**src/design/dependency_cycle_detector_top_macros.svh**
```systemverilog
// ----------------------------------------------------------------------------
// dependency cycle detector assertion macros
// concurrent assertion wrappers, empty when SYNTHESIS is set
// ----------------------------------------------------------------------------
`ifndef DEPENDENCY_CYCLE_DETECTOR_TOP_MACROS_SVH
`define DEPENDENCY_CYCLE_DETECTOR_TOP_MACROS_SVH
`ifndef SYNTHESIS
`define DCD_ASSERT(lbl, clk, rst_n, prop) \
    lbl: assert property (@(posedge clk) disable iff (!rst_n) prop) \
        else $error("dcd assertion failed");
`define DCD_ASSERT_IMP(lbl, clk, rst_n, ante, cons) \
    lbl: assert property (@(posedge clk) disable iff (!rst_n) (ante) |-> (cons)) \
        else $error("dcd assertion failed");
`else
`define DCD_ASSERT(lbl, clk, rst_n, prop)
`define DCD_ASSERT_IMP(lbl, clk, rst_n, ante, cons)
`endif
`endif

```
**src/design/dcd_ram.sv**
```systemverilog
// ----------------------------------------------------------------------------
// dcd_ram
// generic single write, single read ram with registered read data
// ----------------------------------------------------------------------------
module dcd_ram #(
    parameter int WIDTH = 8,
    parameter int DEPTH = 256,
    localparam int AW = (DEPTH > 1) ? $clog2(DEPTH) : 1
) (
    input  logic             clk,
    input  logic             we,
    input  logic [AW-1:0]    waddr,
    input  logic [WIDTH-1:0] wdata,
    input  logic [AW-1:0]    raddr,
    output logic [WIDTH-1:0] rdata
);

    logic [WIDTH-1:0] mem_reg [DEPTH];
    logic [WIDTH-1:0] rdata_reg;

    always_ff @(posedge clk)
    begin
        if (we)
        begin
            mem_reg[waddr] <= wdata;
        end
        rdata_reg <= mem_reg[raddr];
    end

    assign rdata = rdata_reg;

endmodule
```
**config.mk**
```make
export PLATFORM = sky130hd
export DESIGN_NAME = dcd_ram
export DESIGN_NICKNAME = d
export VERILOG_FILES = /design/src/design/dependency_cycle_detector_top_macros.svh /design/src/design/dcd_ram.sv
export SDC_FILE = /design/constraint.sdc
export NUM_CORES = 2
export LEC_CHECK = 0
export BUFFER_PORTS_ARGS = -buffer_cell sky130_fd_sc_hd__buf_2
export CAP_MARGIN = 30
export CORE_MARGIN = 1
export CORE_UTILIZATION = 30
export DETAILED_ROUTE_END_ITERATION = 12
export MAX_ROUTING_LAYER = met4
export SLEW_MARGIN = 0
export SYNTH_ARGS = -nofsm -noshare
export SYNTH_HDL_FRONTEND = slang
export SYNTH_SLANG_ARGS = --single-unit
```
**constraint.sdc**
```tcl
create_clock -name clk -period 3.3 [get_ports clk]
set_input_delay 0.66 -clock clk [delete_from_list [all_inputs] [get_ports clk]]
set_output_delay 0.66 -clock clk [all_outputs]
set_load 0.02 [all_outputs]
```
# After elaboration in Yosys (flattened, before gate mapping)
# Memory sizes are Yosys's and may differ from the RTL's. A register that Yosys moved wholly into a read port is not among the register bits.
# Cells that the tools add are included.
totals:
  elab_cells: 3
  ff_bits: 0
  mem_bits_rw: 2048
  mem_count: 1
mem_list:
  columns: ["name", "words", "word_bits", "read_ports", "rd_ports_with_merged_regs", "wr", "line", "text"]
  rows:
  - ["mem_reg", 256, 8, 1, 1, 1, "dcd_ram.sv:18", "logic [WIDTH-1:0] mem_reg [DEPTH];"]
classes:
  mux: 2
op_table:
  columns: ["op", "count"]
  rows:
  - ["2-to-1 mux 1 bit", 2]

# Logic depth before layout (Yosys ltp)
logic_depth:
  depth_word: 2
  ltp_mapped: 11

# Least setup slack after synthesis
# Ideal clock, no wire load.
synth_path:
  kind: "input to register"
  start: "input port raddr[0]"
  end: "register rdata_reg[2] (netlist: rdata[2]), read port of mem_reg"
  arrival_time_ps: 2467
  required_ps: 3169
  setup_slack_ps: 702
  path_stages: 9
  cell_sequence: "buf_6 buf_12 buf_8 buf_2 mux4_2 a22oi_1 a21oi_1 nor4_1 nor4_2"
synth_lines:
  columns: ["item", "line", "text"]
  rows:
  - ["start: declaration", "dcd_ram.sv:14", "input logic [AW-1:0] raddr,"]
  - ["end: declaration", "dcd_ram.sv:19", "logic [WIDTH-1:0] rdata_reg;"]

==> results.txt <==
----------------------------------------------------
[Status]
  Result of the run ... complete, no violations

[Floorplanning]
  Height of the die ... 517.0 um
  Total die area ... 267300 um^2
  Horizontal die dimension ... 517.0 um
  Floorplan row count ... 188
  Initial Utilization ... 0.3025
  Area of the core region ... 263000 um^2
  Ports placed on the boundary ... 34

[Setup path]
  Reg-to-reg setup timing slack ... 0.54 ns
  Reg-to-reg startpoint ... mem_reg[83][6]$_DFFE_PP_
  Buffering stage count on the worst path with inverters included ... 4
  Largest fanout on the critical path ... 16
  Data arrival time of the critical path ... 3.61 ns
  Slowest stage cell on the critical path ... sky130_fd_sc_hd__nor4_1
  Cells along the critical path ... buf_8 -> buf_12 -> buf_4 -> mux4_2 -> a22oi_1 -> a21oi_1 -> nor4_1 -> buf_4 -> nor4_1
  Cell class contributing the biggest share of worst-path delay ... simple AND/OR/NAND/NOR gates
  Crit Path Category ... in2reg
  Required time at the endpoint of the critical path ... 4.01 ns
  End of the worst register-to-register path ... rdata[6]$_DFF_P_
  Depth of the worst register-to-register path ... 6
  Worst stage delay on the critical path ... 0.87 ns
  Type of element launching the critical path ... input port
  Endpoint kind of the worst setup timing path ... flip-flop

[Final layout]
  Number of flip-flops in the largest register ... 2048
  Final #Nets ... 4311
  Area Growth Syn to Fin ... 18.05%
  Fraction of final layout cells sized beyond drive strength 1 ... 0.2995
  Post-layout util ... 0.3571

[Yosys]
  Synth area leader ... sky130_fd_sc_hd__edfxtp_1
  Number of flops mapped to enable cells by yosys ... 2048
  Syn Inst Count ... 3733
  Avg Cell Area, Syn ... 21.31 um^2
  Top cells by area in the synthesized netlist ... sky130_fd_sc_hd__edfxtp_1 77%, sky130_fd_sc_hd__mux4_2 13%, sky130_fd_sc_hd__mux2i_1 1.7%
  Share of Yosys cell area claimed by the top area cell type ... 0.7730
  Main synth FF type ... sky130_fd_sc_hd__edfxtp_1
  Post-synthesis net count ... 3759
  Yosys cell types ... 55
  Part of the Yosys area used for sequential elements ... 0.7750
  Async set-or-reset flop fraction in the synthesized netlist ... 0
  Warning count from the yosys run ... 0
  Synthesized area ... 79560 um^2
  Number of flip-flops and latches in the synthesized netlist ... 2056

[Placed design]
  Placement-stage worst setup slack ... -0.4240 ns
  Final HPWL from detailed placement ... 132.5 mm
  Last weighted congestion value of the routability-driven placer ... 0.8556
  Port-buffer cells ... 33

[CTS]
  Cts bufs inserted ... 200
  Number of setup buffers added after CTS ... 0
  Largest buffer count on any clock path ... 3
  Clock sink count ... 2056
  Post-CTS resize count ... 0
  TritonCTS clock tree ... yes
  Clock slew seen by the registers of the worst setup and hold paths ... 0.06 ns
  H-Tree Depth ... 4
  Clk root buf ... sky130_fd_sc_hd__clkbuf_16
  Clock Latency Late Sink ... 0.85 ns
  Number of buffers added to fix hold violations after cts ... 0

[Timing]
  Final max-slew violation count ... 0
  Final hold viol count ... 0
  Max transition margin ... 0.2908
  Final period demand of the worst path ... 2.899 ns
  Minimum setup slack in the final design ... 0.4007 ns
  Highest achievable clock rate ... 344.9 MHz
  Post-route clock skew ... 0.07029 ns
  Final number of setup-violating endpoints ... 0
  RSZ-0062 raised after global routing ... no
  Final Cycle Share ... 0.8786
  Transition at the pin with the smallest max-transition slack ... 1.060 ns

[Drt]
  Detailed-route wire length per cell ... 25.75 um
  Count of routing violations after the opening detailed-route iteration ... 4772
  Antenna-violating nets left ... 0
  Drc violations ... 0
  Number of vias in the routed layout ... 40340
  Routed wire length ... 205.3 mm
  DRT Pass-1 Iters ... 6
  Via density per instance ... 5.060

[Hold path]
  Classification of the worst-slack hold path ... in2reg
  Hold EP ... mem_reg[74][2]$_DFFE_PP_
  Hold Crit Start ... wdata[2]
  Hold Path Cell Cnt ... 1

[Global routing]
  Combined global-route utilization of all metal layers ... 0.1577
  Maximum number of pins on one net before global-route repair ... 101
  Number of global-route vias before repair ... 40560
  Number of antenna violations at the first check in global routing ... 16
  First-pass GRT wire length ... 295.2 mm
  Aggregate global routing overflow ... 0

[Pwr]
  Maximum VDD drop ... 0.0005767 V
  Overall power of the completed layout ... 0.05426 W
  Static Leak ... 29.57 nW
  Total power density per cell area ... 577.8 nW/um^2

[Flow run]
  Max-cap violation count ... 0

----------------------------------------------------
[how the worst max path moves through the flow]
stage                       end  depth (start not counted)      from  slack, ns
3_5_place_dp   rdata[4]$_DFF_P_                          9  raddr[0]      -0.42
3_3_place_gp   rdata[7]$_DFF_P_                          8  raddr[0]      -0.79
2_1_floorplan  rdata[2]$_DFF_P_                          9  raddr[0]       0.70
6_report       rdata[4]$_DFF_P_                          9  raddr[0]       0.40
5_1_grt        rdata[4]$_DFF_P_                          9  raddr[0]       0.36
4_1_cts        rdata[4]$_DFF_P_                          9  raddr[0]       0.50
[kinds of logic after synthesis]
family,share of synthesized area
AO/OA/AOI/OAI,0.03419
AND/OR/NAND/NOR,0.02628
flip-flops,0.7750
buffers and inverters,0.01831
multiplexers,0.1462
[routing by layer]
layer / vias to the layer above / wire [um] / global-route usage
met1: 21560 / 86590 / 0.2145
met2: 1677 / 97640 / 0.2442
met4: 0 / 5045 / 0.03942
met3: 289 / 16010 / 0.02836
li1: 16820 / - / -
met5: - / 0 / -
[cells in the mapped netlist (all sizes together) (2+ instances only)]
library cell / n
edfxtp: 2048
mux4: 456
nor2: 282
mux2i: 134
a22oi: 133
buf: 122
clkbuf: 111
a21oi: 96
o221ai: 47
nand3: 34
nand2: 33
nor2b: 31
o22ai: 28
nor4: 27
nor3: 22
a211oi: 16
a221oi: 14
o21ai: 12
nand4: 10
o211ai: 10
a22o: 8
dfxtp: 8
nand2b: 8
and2: 6
a2111oi: 5
o22a: 5
o32ai: 5
or2: 4
a311oi: 2
a31oi: 2
and3b: 2
nand3b: 2
[where the power goes]
group | switching (W) | total (W) | internal [W] | leakage, nW
clock | 0.00984 | 0.0226 | 0.0128 | 3.14
combinational | 0.00177 | 0.00282 | 0.00106 | 7.95
sequential | 0.0000528 | 0.0288 | 0.0288 | 18.5
[final cells by class]
type	instances	area, um^2
fillers	24210	169100
flip-flops and latches	2056	61660
multi-input cells	1442	16480
clock buffers	246	5220
repair buffers	583	4890
well taps	3515	4398
clock inverters	119	1234
diodes	10	25.02
inverters	2	7.507
[worst register-to-register path, stage by stage (launching register included)]
cell	delay [ns]
sky130_fd_sc_hd__edfxtp_1	0.37
sky130_fd_sc_hd__mux4_2	0.49
sky130_fd_sc_hd__a22o_1	0.29
sky130_fd_sc_hd__a221oi_2	0.38
sky130_fd_sc_hd__o32ai_2	0.20
sky130_fd_sc_hd__nor3_1	0.79
sky130_fd_sc_hd__nor4_2	0.12
[cell usage in the layout (no fill, tap or decap), types with 13 or more instances in the layout]
master                      count
sky130_fd_sc_hd__a22oi_1      133
sky130_fd_sc_hd__buf_12        40
sky130_fd_sc_hd__nor2b_1       28
sky130_fd_sc_hd__clkbuf_1      44
sky130_fd_sc_hd__nand2_1       33
sky130_fd_sc_hd__mux2i_1      134
sky130_fd_sc_hd__a221oi_1      13
sky130_fd_sc_hd__nor3_1        22
sky130_fd_sc_hd__buf_2         25
sky130_fd_sc_hd__o22ai_1       28
sky130_fd_sc_hd__nor2_1       279
sky130_fd_sc_hd__bufinv_16     19
sky130_fd_sc_hd__clkinv_2      36
sky130_fd_sc_hd__mux4_2       454
sky130_fd_sc_hd__o221ai_1      46
sky130_fd_sc_hd__nor4_1        24
sky130_fd_sc_hd__clkinv_1      46
sky130_fd_sc_hd__buf_4        508
sky130_fd_sc_hd__a211oi_1      16
sky130_fd_sc_hd__nand3_1       34
sky130_fd_sc_hd__a21oi_1       96
sky130_fd_sc_hd__clkbuf_16    202
sky130_fd_sc_hd__edfxtp_1    2048
[metrics by stage]
step,cell area (um^2),hold slack (ns),TNS [ns],cells
3_5_place_dp,87440,1.096,-2.273,7598
5_1_grt,93890,0.1881,0,7965
4_1_cts,93890,0.1761,0,7963
2_1_floorplan,79560,0.7589,0,3733
6_report,93910,0.2262,0,7973
3_3_place_gp,87420,1.093,-3.773,7594
No activity file was read; power rests on OpenSTA's default activity.
